**src/fpfw_pkg.sv**
```systemverilog
// Shared types, constants and color conversion helpers for the pixel format writer.
`default_nettype none

package fpfw_pkg;

  localparam int MAX_DIM_DEF = 4096;

  // Field widths fixed by the register map and the stream payload
  localparam int AREA_W    = 13;
  localparam int LINE_W    = 16;
  localparam int BPP_W     = 6;
  localparam int FMT_W     = 2;
  localparam int CFG_IDX_W = 3;
  localparam int CFG_DAT_W = 16;
  localparam int PIX_W     = 32;
  localparam int OFF_W     = 30;
  // origin plus counter never exceeds 2*8191
  localparam int POS_W     = AREA_W + 1;
  localparam int PX_W      = POS_W + 3;
  localparam int DIM_CMP_W = AREA_W + 1;

  localparam int FIFO_DEPTH = 2;
  localparam int FIFO_PTR_W = $clog2(FIFO_DEPTH);
  localparam int FIFO_CNT_W = $clog2(FIFO_DEPTH + 1);

  localparam logic [BPP_W-1:0] BPP_16 = BPP_W'(16);
  localparam logic [BPP_W-1:0] BPP_32 = BPP_W'(32);

  typedef enum logic [CFG_IDX_W-1:0] {
    REG_ORIGIN_X    = 3'd0,
    REG_ORIGIN_Y    = 3'd1,
    REG_AREA_WIDTH  = 3'd2,
    REG_AREA_HEIGHT = 3'd3,
    REG_FB_STRIDE   = 3'd4,
    REG_FB_BPP      = 3'd5,
    REG_SRC_FORMAT  = 3'd6
  } reg_idx_t;

  typedef enum logic [FMT_W-1:0] {
    FMT_RGB565   = 2'd0,
    FMT_RGB888   = 2'd1,
    FMT_XRGB8888 = 2'd2,
    FMT_OTHER    = 2'd3
  } src_fmt_t;

  // What the back end does with a pixel
  typedef enum logic [2:0] {
    KIND_RAW16    = 3'd0,
    KIND_EXPAND32 = 3'd1,
    KIND_PACK16   = 3'd2,
    KIND_PASS32   = 3'd3,
    KIND_DROP     = 3'd4
  } kind_t;

  typedef struct packed {
    logic [AREA_W-1:0] origin_x;
    logic [AREA_W-1:0] origin_y;
    logic [AREA_W-1:0] area_width;
    logic [AREA_W-1:0] area_height;
    logic [LINE_W-1:0] fb_stride;
    logic [BPP_W-1:0]  fb_bpp;
    logic [FMT_W-1:0]  source_format;
  } cfg_t;

  typedef struct packed {
    logic [POS_W-1:0] xpos;
    logic [POS_W-1:0] ypos;
    logic [PIX_W-1:0] pixel;
    kind_t            kind;
    logic             last;
  } entry_t;

  // c*255/31 truncated: 8c + floor(7c/31), the small quotient by reciprocal 529/2^14
  function automatic logic [7:0] expand5(input logic [4:0] c);
    logic [7:0]  m;
    logic [16:0] t;
    m = 8'(c) * 8'd7;
    t = 17'(m) * 17'd529;
    return {c, 3'b000} + 8'(t[16:14]);
  endfunction

  // c*255/63 truncated: 4c + floor(c/21)
  function automatic logic [7:0] expand6(input logic [5:0] c);
    logic [1:0] q;
    q = 2'(c >= 6'd21) + 2'(c >= 6'd42) + 2'(c >= 6'd63);
    return {c, 2'b00} + 8'(q);
  endfunction

  function automatic logic [15:0] pack888(input logic [PIX_W-1:0] v);
    return {v[23:19], v[15:10], v[7:3]};
  endfunction

endpackage

`default_nettype wire

```
**src/fpfw_front.sv**
```systemverilog
// Front end: accepts source pixels, tracks the area position and classifies the conversion.
`default_nettype none

module fpfw_front #(
  parameter int MAX_DIM = fpfw_pkg::MAX_DIM_DEF
) (
  input  wire logic                        clk,
  input  wire logic                        rst,
  input  wire fpfw_pkg::cfg_t              cfg,
  input  wire logic                        in_valid,
  output logic                             in_ready,
  input  wire logic [fpfw_pkg::PIX_W-1:0]  in_pixel,
  output logic                             push,
  output fpfw_pkg::entry_t                 push_entry,
  input  wire logic                        queue_ready
);

  localparam int CNT_W = $clog2(MAX_DIM);
  localparam int DIM_W = CNT_W + 1;

  logic [CNT_W-1:0] column_count, column_count_next;
  logic [CNT_W-1:0] row_count, row_count_next;
  logic [DIM_W-1:0] w, h;
  logic             last;
  logic [fpfw_pkg::PIX_W-1:0] swapped;

  assign in_ready = queue_ready;
  assign push     = in_valid && queue_ready;

  // zero counts as one, oversize saturates
  always_comb begin
    if (cfg.area_width == '0) begin
      w = DIM_W'(1);
    end else if ({1'b0, cfg.area_width} > fpfw_pkg::DIM_CMP_W'(MAX_DIM)) begin
      w = DIM_W'(MAX_DIM);
    end else begin
      w = DIM_W'(cfg.area_width);
    end
    if (cfg.area_height == '0) begin
      h = DIM_W'(1);
    end else if ({1'b0, cfg.area_height} > fpfw_pkg::DIM_CMP_W'(MAX_DIM)) begin
      h = DIM_W'(MAX_DIM);
    end else begin
      h = DIM_W'(cfg.area_height);
    end
  end

  always_comb begin
    column_count_next = column_count;
    row_count_next    = row_count;
    last              = 1'b0;
    if ((DIM_W'(column_count) + DIM_W'(1)) >= w) begin
      column_count_next = '0;
      if ((DIM_W'(row_count) + DIM_W'(1)) >= h) begin
        row_count_next = '0;
        last           = 1'b1;
      end else begin
        row_count_next = row_count + CNT_W'(1);
      end
    end else begin
      column_count_next = column_count + CNT_W'(1);
    end
  end

  always_ff @(posedge clk) begin
    if (rst) begin
      column_count <= '0;
      row_count    <= '0;
    end else if (push) begin
      column_count <= column_count_next;
      row_count    <= row_count_next;
    end
  end

  // byte 0 red -> red in bits 23:16
  assign swapped = {8'h00, in_pixel[7:0], in_pixel[15:8], in_pixel[23:16]};

  always_comb begin
    push_entry.xpos = fpfw_pkg::POS_W'(cfg.origin_x) + fpfw_pkg::POS_W'(column_count);
    push_entry.ypos = fpfw_pkg::POS_W'(cfg.origin_y) + fpfw_pkg::POS_W'(row_count);
    push_entry.last = last;
    push_entry.pixel = {16'h0000, in_pixel[15:0]};
    push_entry.kind  = fpfw_pkg::KIND_RAW16;
    case (fpfw_pkg::src_fmt_t'(cfg.source_format))
      fpfw_pkg::FMT_RGB888, fpfw_pkg::FMT_XRGB8888: begin
        push_entry.pixel = (cfg.source_format == fpfw_pkg::FMT_RGB888) ? swapped : in_pixel;
        if (cfg.fb_bpp == fpfw_pkg::BPP_32) begin
          push_entry.kind = fpfw_pkg::KIND_PASS32;
        end else if (cfg.fb_bpp == fpfw_pkg::BPP_16) begin
          push_entry.kind = fpfw_pkg::KIND_PACK16;
        end else begin
          push_entry.kind = fpfw_pkg::KIND_DROP;
        end
      end
      default: begin
        if (cfg.fb_bpp == fpfw_pkg::BPP_32) begin
          push_entry.kind = fpfw_pkg::KIND_EXPAND32;
        end
      end
    endcase
  end

endmodule

`default_nettype wire

```
**src/fpfw_fifo.sv**
```systemverilog
// Two-entry queue between the front end and the back end.
`default_nettype none

module fpfw_fifo (
  input  wire logic             clk,
  input  wire logic             rst,
  input  wire logic             push,
  input  wire fpfw_pkg::entry_t push_entry,
  output logic                  push_ready,
  input  wire logic             pop,
  output logic                  pop_valid,
  output fpfw_pkg::entry_t      pop_entry
);

  fpfw_pkg::entry_t                    slots [fpfw_pkg::FIFO_DEPTH];
  logic [fpfw_pkg::FIFO_PTR_W-1:0]     wr_ptr, rd_ptr;
  logic [fpfw_pkg::FIFO_CNT_W-1:0]     count;
  logic                                do_push, do_pop;

  assign push_ready = (count != fpfw_pkg::FIFO_CNT_W'(fpfw_pkg::FIFO_DEPTH));
  assign pop_valid  = (count != '0);
  assign pop_entry  = slots[rd_ptr];
  assign do_push    = push && push_ready;
  assign do_pop     = pop && pop_valid;

  always_ff @(posedge clk) begin
    if (do_push) begin
      slots[wr_ptr] <= push_entry;
    end
  end

  always_ff @(posedge clk) begin
    if (rst) begin
      wr_ptr <= '0;
      rd_ptr <= '0;
      count  <= '0;
    end else begin
      if (do_push) begin
        wr_ptr <= wr_ptr + fpfw_pkg::FIFO_PTR_W'(1);
      end
      if (do_pop) begin
        rd_ptr <= rd_ptr + fpfw_pkg::FIFO_PTR_W'(1);
      end
      case ({do_push, do_pop})
        2'b10:   count <= count + fpfw_pkg::FIFO_CNT_W'(1);
        2'b01:   count <= count - fpfw_pkg::FIFO_CNT_W'(1);
        default: count <= count;
      endcase
    end
  end

endmodule

`default_nettype wire

```
**src/fpfw_back.sv**
```systemverilog
// Back end: offset multiplies and color conversion, then offset sum into the output register.
`default_nettype none

module fpfw_back (
  input  wire logic                        clk,
  input  wire logic                        rst,
  input  wire fpfw_pkg::cfg_t              cfg,
  input  wire logic                        q_valid,
  input  wire fpfw_pkg::entry_t            q_entry,
  output logic                             q_pop,
  output logic                             out_valid,
  input  wire logic                        out_ready,
  output logic [fpfw_pkg::OFF_W-1:0]       byte_offset,
  output logic [fpfw_pkg::PIX_W-1:0]       write_data,
  output logic                             write_wide,
  output logic                             write_enable,
  output logic                             last_pixel
);

  logic                           s1_valid;
  logic [fpfw_pkg::PX_W-1:0]      s1_prod_x;
  logic [fpfw_pkg::OFF_W-1:0]     s1_prod_y;
  logic [fpfw_pkg::PIX_W-1:0]     s1_data;
  logic                           s1_wide, s1_enable, s1_last;
  logic                           adv1, adv2;
  logic [fpfw_pkg::PIX_W-1:0]     conv_data;
  logic                           conv_wide, conv_enable;

  // whole pipe moves when the output register frees up; an empty stage 1 still loads
  assign adv2  = !out_valid || out_ready;
  assign adv1  = !s1_valid || adv2;
  assign q_pop = q_valid && adv1;

  always_comb begin
    conv_data   = '0;
    conv_wide   = 1'b0;
    conv_enable = 1'b1;
    case (q_entry.kind)
      fpfw_pkg::KIND_RAW16: begin
        conv_data = {16'h0000, q_entry.pixel[15:0]};
      end
      fpfw_pkg::KIND_EXPAND32: begin
        conv_data = {8'h00, fpfw_pkg::expand5(q_entry.pixel[15:11]),
                     fpfw_pkg::expand6(q_entry.pixel[10:5]),
                     fpfw_pkg::expand5(q_entry.pixel[4:0])};
        conv_wide = 1'b1;
      end
      fpfw_pkg::KIND_PACK16: begin
        conv_data = {16'h0000, fpfw_pkg::pack888(q_entry.pixel)};
      end
      fpfw_pkg::KIND_PASS32: begin
        conv_data = q_entry.pixel;
        conv_wide = 1'b1;
      end
      default: begin
        conv_enable = 1'b0;
      end
    endcase
  end

  always_ff @(posedge clk) begin
    if (rst) begin
      s1_valid  <= 1'b0;
      out_valid <= 1'b0;
    end else begin
      if (adv1) begin
        s1_valid <= q_valid;
      end
      if (adv2) begin
        out_valid <= s1_valid;
      end
    end
  end

  always_ff @(posedge clk) begin
    if (adv1) begin
      s1_prod_x <= fpfw_pkg::PX_W'(q_entry.xpos) * fpfw_pkg::PX_W'(cfg.fb_bpp[5:3]);
      s1_prod_y <= fpfw_pkg::OFF_W'(q_entry.ypos) * fpfw_pkg::OFF_W'(cfg.fb_stride);
      s1_data   <= conv_data;
      s1_wide   <= conv_wide;
      s1_enable <= conv_enable;
      s1_last   <= q_entry.last;
    end
    if (adv2) begin
      // sum wraps at 2^30
      byte_offset  <= s1_prod_y + fpfw_pkg::OFF_W'(s1_prod_x);
      write_data   <= s1_data;
      write_wide   <= s1_wide;
      write_enable <= s1_enable;
      last_pixel   <= s1_last;
    end
  end

endmodule

`default_nettype wire

```
**src/framebuffer_pixel_format_writer_top.sv**
```systemverilog
// Top level of the framebuffer pixel format writer: register file, front end, queue, back end.
`default_nettype none

// Streams the source pixels of a rectangle in raster order and returns, per pixel, the
// framebuffer byte offset, the converted data word, the store size and a write enable.
// Sustained rate is one pixel per clock while m_axis_tready holds; a result passes from the
// queue entry through the back end's multiply stage into the output register, and stays
// there until taken. The column and row counters advance on each accepted transfer, so
// the next pixel can be taken in the following cycle. The user must write registers only
// while no pixel is in flight; the block itself does not enforce it. After the last pixel
// of an area the counters are back at zero for the next area.
module framebuffer_pixel_format_writer_top #(
  parameter int MAX_DIM = fpfw_pkg::MAX_DIM_DEF
) (
  input  wire logic                              clk,
  input  wire logic                              rst,
  input  wire logic                              cfg_we,
  input  wire logic [fpfw_pkg::CFG_IDX_W-1:0]    cfg_index,
  input  wire logic [fpfw_pkg::CFG_DAT_W-1:0]    cfg_data,
  input  wire logic                              s_axis_tvalid,
  output logic                                   s_axis_tready,
  input  wire logic [31:0]                       s_axis_tdata,  // [31:0] src_pixel
  output logic                                   m_axis_tvalid,
  input  wire logic                              m_axis_tready,
  output logic [63:0]                            m_axis_tdata,  // [29:0] byte_offset,
                                                                // [61:30] write_data, zero pad
  output logic [1:0]                             m_axis_tuser,  // [0] write_wide,
                                                                // [1] write_enable
  output logic                                   m_axis_tlast
);

  fpfw_pkg::cfg_t    cfg;
  logic              push, push_ready, q_valid, q_pop;
  fpfw_pkg::entry_t  push_entry, q_entry;
  logic [fpfw_pkg::OFF_W-1:0] byte_offset;
  logic [fpfw_pkg::PIX_W-1:0] write_data;
  logic              write_wide, write_enable;

  always_ff @(posedge clk) begin
    if (rst) begin
      cfg.origin_x      <= '0;
      cfg.origin_y      <= '0;
      cfg.area_width    <= fpfw_pkg::AREA_W'(1);
      cfg.area_height   <= fpfw_pkg::AREA_W'(1);
      cfg.fb_stride     <= '0;
      cfg.fb_bpp        <= fpfw_pkg::BPP_16;
      cfg.source_format <= fpfw_pkg::FMT_RGB565;
    end else if (cfg_we) begin
      case (fpfw_pkg::reg_idx_t'(cfg_index))
        fpfw_pkg::REG_ORIGIN_X:    cfg.origin_x      <= cfg_data[fpfw_pkg::AREA_W-1:0];
        fpfw_pkg::REG_ORIGIN_Y:    cfg.origin_y      <= cfg_data[fpfw_pkg::AREA_W-1:0];
        fpfw_pkg::REG_AREA_WIDTH:  cfg.area_width    <= cfg_data[fpfw_pkg::AREA_W-1:0];
        fpfw_pkg::REG_AREA_HEIGHT: cfg.area_height   <= cfg_data[fpfw_pkg::AREA_W-1:0];
        fpfw_pkg::REG_FB_STRIDE:   cfg.fb_stride     <= cfg_data[fpfw_pkg::LINE_W-1:0];
        fpfw_pkg::REG_FB_BPP:      cfg.fb_bpp        <= cfg_data[fpfw_pkg::BPP_W-1:0];
        fpfw_pkg::REG_SRC_FORMAT:  cfg.source_format <= cfg_data[fpfw_pkg::FMT_W-1:0];
        default: ;
      endcase
    end
  end

  fpfw_front #(
    .MAX_DIM (MAX_DIM)
  ) u_front (
    .clk         (clk),
    .rst         (rst),
    .cfg         (cfg),
    .in_valid    (s_axis_tvalid),
    .in_ready    (s_axis_tready),
    .in_pixel    (s_axis_tdata),
    .push        (push),
    .push_entry  (push_entry),
    .queue_ready (push_ready)
  );

  fpfw_fifo u_fifo (
    .clk        (clk),
    .rst        (rst),
    .push       (push),
    .push_entry (push_entry),
    .push_ready (push_ready),
    .pop        (q_pop),
    .pop_valid  (q_valid),
    .pop_entry  (q_entry)
  );

  fpfw_back u_back (
    .clk          (clk),
    .rst          (rst),
    .cfg          (cfg),
    .q_valid      (q_valid),
    .q_entry      (q_entry),
    .q_pop        (q_pop),
    .out_valid    (m_axis_tvalid),
    .out_ready    (m_axis_tready),
    .byte_offset  (byte_offset),
    .write_data   (write_data),
    .write_wide   (write_wide),
    .write_enable (write_enable),
    .last_pixel   (m_axis_tlast)
  );

  assign m_axis_tdata = {2'b00, write_data, byte_offset};
  assign m_axis_tuser = {write_enable, write_wide};

endmodule

`default_nettype wire

```
**config.mk**
```make
export PLATFORM = sky130hd
export DESIGN_NAME = framebuffer_pixel_format_writer_top
export DESIGN_NICKNAME = d
export VERILOG_FILES = /design/src/fpfw_pkg.sv /design/src/fpfw_front.sv /design/src/fpfw_fifo.sv /design/src/fpfw_back.sv /design/src/framebuffer_pixel_format_writer_top.sv
export SDC_FILE = /design/constraint.sdc
export NUM_CORES = 1
export LEC_CHECK = 0
export ABC_AREA = 1
export BUFFER_PORTS_ARGS = -buffer_cell sky130_fd_sc_hd__buf_2
export CORE_UTILIZATION = 65
export DETAILED_ROUTE_END_ITERATION = 16
export MAX_ROUTING_LAYER = met4
export PLACE_DENSITY_LB_ADDON = 0.15
export SLEW_MARGIN = 20
export SYNTH_ARGS = -nofsm -noshare
export SYNTH_HDL_FRONTEND = slang
export SYNTH_SLANG_ARGS = --single-unit
```
**constraint.sdc**
```tcl
create_clock -name clk -period 10.9 [get_ports clk]
set_input_delay 0.545 -clock clk [delete_from_list [all_inputs] [get_ports clk]]
set_output_delay 0.545 -clock clk [all_outputs]
set_load 0.01 [all_outputs]
```
Word-level counts from Yosys, hierarchy flattened --
Memories as Yosys holds them, arrays and structs flattened. A register that Yosys moved wholly into a read port is not among the register bits. Cells that the tools add are included.
Cells by class: $add $sub $neg 16, reduce and logical (&&, ||, !) cells 25, div/mod/pow operators 0, bitwise gates (word level) 0, eq/ne operators 16, $lt $le $gt $ge 7, shifts and indexed selects 0, multiplexer cells 22, multipliers 6
Operators by type and width (number):
- $pmux 32 s4 | 1
- $mux 32 | 2
- $mux 13 | 4
- $mul 8x10->17 const B | 2
- $add 30x17->30 | 1
- $mul 14x16->30 | 1
- $add 13x12->14 | 2
- $add 12x1->13 const B | 2
- $ge 13x13->1 | 2
- $gt 13x13->1 const B | 2
- $logic_not 13->1 | 2
- $add 12x1->12 const B | 2
- $mux 12 | 2
- $mul 14x3->17 | 1
- $add 8x3->8 | 2
- $mul 5x3->8 const B | 2
- $reduce_and 2->1 | 8
- $eq 3x2->1 const B | 4
- $ge 6x6->1 const B | 2
- $eq 3x3->1 const B | 3
- $mux 1 | 9
- $mux 3 | 3
- $add 8x2->8 | 1
- $eq 3x1->1 const B | 2
- other kinds (19) | 30
Storage, ports and cells: register bits after elaboration 253, latch bits 0, memories 1, RAM bits 128, bits in read-only memories 0, word-level logic and storage cells 118, output and inout port bits 69
Memories:
- u_fifo.slots | depth 2, width 64, rd ports 1, clocked after memory_dff 1, write ports 1, RTL line fpfw_fifo.sv:15 | fpfw_pkg::entry_t slots [fpfw_pkg::FIFO_DEPTH];

Longest topological paths before layout --
depth in word-level cells 7, mapped depth 29, gate-level depth less buffers 27

Hierarchy --
A second synthesis with hierarchy kept.
Unflattened totals: cells, all modules 3453, area total of the unflattened synthesis 29704.7 um2
By module, submodules not included:
- fpfw_back | sequential area each 4454.3 um2, area an instance 17499.3 um2, times used 1, cells an instance 2134
- fpfw_fifo | sequential area each 3943.8 um2, area an instance 5162.5 um2, times used 1, cells an instance 237
- fpfw_front | sequential area each 480.5 um2, area an instance 3912.5 um2, times used 1, cells an instance 636
- framebuffer_pixel_format_writer_top | sequential area each 1521.5 um2, area an instance 3130.5 um2, times used 1, cells an instance 446

Worst setup path before layout --
Ideal clock, no wire load.
path kind register to register, from register with a tool-made name, to register u_back.s1_prod_y[24] (netlist bit), data pin, cell stages (with the launch flop) 28, path slack 5.046 ns, buffers on the path 2, period minus slack after synthesis 5.854 ns, data arrival time 5.602 ns, cell sequence dfxtp_1 > inv_2 > buf_6 > or2_2 > o21ai_2 > buf_2 > nor2_1 > fa_1 > inv_1 > fa_1 > inv_1 > fa_1 > inv_1 > fa_1 > inv_1 > fa_1 > inv_1 > fa_1 > inv_1 > ha_1 > a21oi_1 > nor2_1 > nor2_1 > nor2_1 > o21ai_0 > nand3_1 > nand2_1 > nand2_1
RTL lines:
- to (signal assigned) | RTL line fpfw_back.sv:78 | s1_prod_y <= fpfw_pkg::OFF_W'(q_entry.ypos) * fpfw_pkg::OFF_W'(cfg.fb_stride);
- to (decl) | RTL line fpfw_back.sv:22 | logic [fpfw_pkg::OFF_W-1:0] s1_prod_y;

==> impl_metrics.py <==
metrics = {
    "die": {
        "start_util_pct": 66.1,
        "core_um2": 42100,
        "io_pins": 125,
        "chipWidth_um": 209,
        "rows": 75,
        "die_y_um": 209,
        "dieArea_um2": 43700,
    },
    "placement": {
        "pre_cts_ws_ps": 4150,
        "placed_cells": 3763,
        "placed_cell_area_um2": 28800,
        "hpwlAfterDp_um": 52800,
        "placement.io_buffers": 122,
        "place_congestion": 0.992,
    },
    "critical_path": {
        "required_ps": 11220,
        "critical_path_class": "reg -> reg",
        "crit_path_end_kind": "flop",
        "cp-start-kind": "flop",
        "path_max_fanout": 59,
        "cp.arrival_ps": 7060,
    },
    "clock_network": {
        "ctsHoldBuffers": 0,
        "path_clk_slew_ps": 60,
        "cts.path.max_buffers": 3,
        "cts_tree": "built",
        "h-tree-depth": 2,
        "clock_sinks": 382,
        "clockRootBuffer": "clkbuf_16",
        "clk_latency_ps": 580,
        "post_cts_resize_count": 0,
        "numCtsBuffers": 41,
        "cts_setup_buffers": 0,
    },
    "power_and_ir_drop": {
        "power_mw": 6.80,
        "power_leakage_nw": 14.8,
        "p_per_area_nw_per_um2": 226,
        "ir_drop_v": 0.000278,
    },
    "routing": {
        "routed-wl-met2_um": 31500,
        "ant_nets": 0,
        "wl_met3_um": 5490,
        "drt-total-wl_um": 68600,
        "wl_met1_um": 29400,
        "viasPerCell": 5.68,
        "highest_layer": "met4",
        "vias": 21771,
        "drc": 0,
        "firstDrtPassIters": 6,
        "drt_iter0_markers": 1887,
        "wl_per_cell_um": 17.9,
    },
    "timing": {
        "final.period_utilization_pct": 61.8,
        "whs_ps": 175,
        "worst_slack_ps": 4160,
        "maxSlewHeadroom_pct": 29.6,
        "hold_violations": 0,
        "setup_tns_ps": 0,
        "max_freq_mhz": 148,
        "fin_skew_ps": 24.9,
        "rsz0062_at_grt": "false",
        "setup_viol": 0,
        "fin_crit_ps": 6740,
        "slew_viol_final": 0,
        "tightest_slew_ps": 1060,
    },
    "yosys": {
        "synthFlopType": "edfxtp_1",
        "synth_top_cell_by_area": "edfxtp_1",
        "synth_edf_count": 275,
        "synth-seq-cells": 382,
        "synth_area_um2": 27800,
        "synth_area_leaders": "edfxtp_1 30%, fa_1 14%, ha_1 11%",
        "avgSynthCellArea_um2": 8.78,
        "synth_cells": 3170,
        "async_reset_ff_share_pct": 0,
        "yosysWarningCount": 0,
        "synth_cell_types": 56,
        "synth.yosys.seq_area_share_pct": 37.4,
        "synth_top_area_share_pct": 29.7,
    },
    "global_route": {
        "overflow": 0,
        "grt_antenna_before_repair": 0,
        "grt_pass1_vias": 21788,
        "grt_pass1_wl_um": 112000,
        "grt_usage_pct": 33.6,
        "grt_max_degree": 89,
    },
    "layout": {
        "drive_above_1_share_pct": 8.31,
        "fin_util_pct": 71.4,
        "seqCellArea_um2": 10400,
        "area_growth_pct": 8.10,
        "nets": 3753,
        "multi_input_area_um2": 15200,
        "fillers": 3244,
        "stdcell_area_um2": 30100,
        "finalNonFillerCells": 3836,
    },
    "run_status": {
        "status": "complete, no violations",
    },
    "min_path": {
        "min-delay-path-class": "in -> reg",
    },
    "flow_run": {
        "cap_violations": 0,
    },
}
[layout make-up]
| cell class | count | area share [%] |
|---|---|---|
| Multi-Input combinational cell | 2220 | 50.6 |
| Sequential cell | 382 | 34.6 |
| Inverter | 493 | 6.17 |
| Clock buffer | 54 | 3.78 |
| Tap cell | 539 | 2.24 |
| Timing Repair Buffer | 129 | 2.20 |
| Clock inverter | 18 | 0.391 |
| Antenna cell | 1 | 0.00832 |
[synth_stat cells, types with 4 or more instances]
cell type / instances
buf_1: 7
o21ai_1: 9
a21o_1: 9
a21boi_0: 4
or2_2: 36
nand2_2: 10
o21ai_0: 149
buf_4: 6
xnor2_1: 21
buf_2: 20
nand3b_1: 6
inv_2: 8
dfxtp_1: 107
nor2_1: 357
ha_1: 238
o211ai_1: 5
nand2_1: 717
clkinv_1: 4
nand4_1: 30
o21bai_1: 6
clkbuf_1: 37
a21oi_1: 157
a22oi_1: 5
fa_1: 192
buf_6: 6
nand3_1: 104
or2_1: 6
nor4_1: 9
nor3_1: 20
o21ai_2: 14
inv_1: 479
o221ai_1: 8
a211oi_1: 8
xor2_1: 66
mux2i_1: 4
edfxtp_1: 275
[path summary, 6_finish.rpt]
check / startpoint / to / slack, ps / cells past startpoint
setup / recovery: flop / u_back.s1_prod_y[26] / 4160 / 23
hold / removal: s_axis_tdata[11] / u_fifo.slots[1][15] / 180 / 1
setup reg to reg: flop / u_back.s1_prod_y[26] / 4160 / 23
hold reg to reg: u_back.s1_data[26] / u_back.write_data[26] / 420 / 0
[where the power goes]
group | switching, mW | total [mW] | internal, mW | leakage (nW)
clock | 0.576 | 1.31 | 0.737 | 0.614
sequential | 0.135 | 2.11 | 1.97 | 3.78
combinational | 2.17 | 3.38 | 1.21 | 10.4
[critical path, stage by stage (launching register included)]
cell      delay (ps)
dfxtp_2          410
inv_2             70
buf_4            480
or2_2            230
nand2_2          120
inv_1            220
nand2_1          110
fa_1             510
fa_1             560
inv_1             70
fa_1             510
fa_1             520
fa_1             550
inv_1             60
fa_1             530
inv_1             40
ha_1             360
a21oi_1          220
a21boi_0         300
nor2_1           100
o21ai_0          240
nand3_1          110
nand2_1           70
nand2_1           40
[sequential cells by signal, indices dropped and copies added (netlist names), 2 cells and up, named ones only]
name                  cells
u_fifo.slots            128
cfg                      76
u_back.s1_data           32
u_back.write_data        32
u_back.byte_offset       30
u_back.s1_prod_y         30
u_back.s1_prod_x         17
u_front.column_count     12
u_front.row_count        12
u_fifo.count              2
[logic make-up after synthesis]
kind of cell             count (synthesis)  synth area share [%]
multiplexers                             4                 0.144
AO/OA/AOI/OAI                          389                  7.87
buffers and inverters                  569                  8.02
AND/OR/NAND/NOR                       1308                  19.4
adder cells (fa/ha/maj)                430                  24.5
flip-flops                             382                  37.4
XOR/XNOR                                87                  2.74
other                                    1                0.0135
[layer usage]
metal  vias up  track usage (%)
li1      10399                -
met1     10365             44.9
met5         -                -
met3       147             6.24
met4         0             10.2
met2       860             52.4
[placed cells by master, fill, tap and decap left out, drive strengths merged, types with 4 or more instances in the layout]
cell	Yosys	final
a211oi	8	8
or2	44	44
a21boi	4	4
nand2	730	730
o211ai	5	5
clkbuf	37	54
xnor2	21	21
nor4	9	9
o21bai	6	6
mux2i	4	4
nor2	358	358
inv	488	488
fa	192	192
nand3b	6	6
o21a	4	4
buf	39	129
ha	238	238
edfxtp	275	275
o21ai	173	173
nand3	106	106
dfxtp	107	107
a22oi	6	6
o221ai	9	9
nor3	21	21
clkinv	5	21
nand4	30	30
a21oi	157	157
a21o	9	9
xor2	66	66
Note: power is estimated with default switching activity, not from simulation.
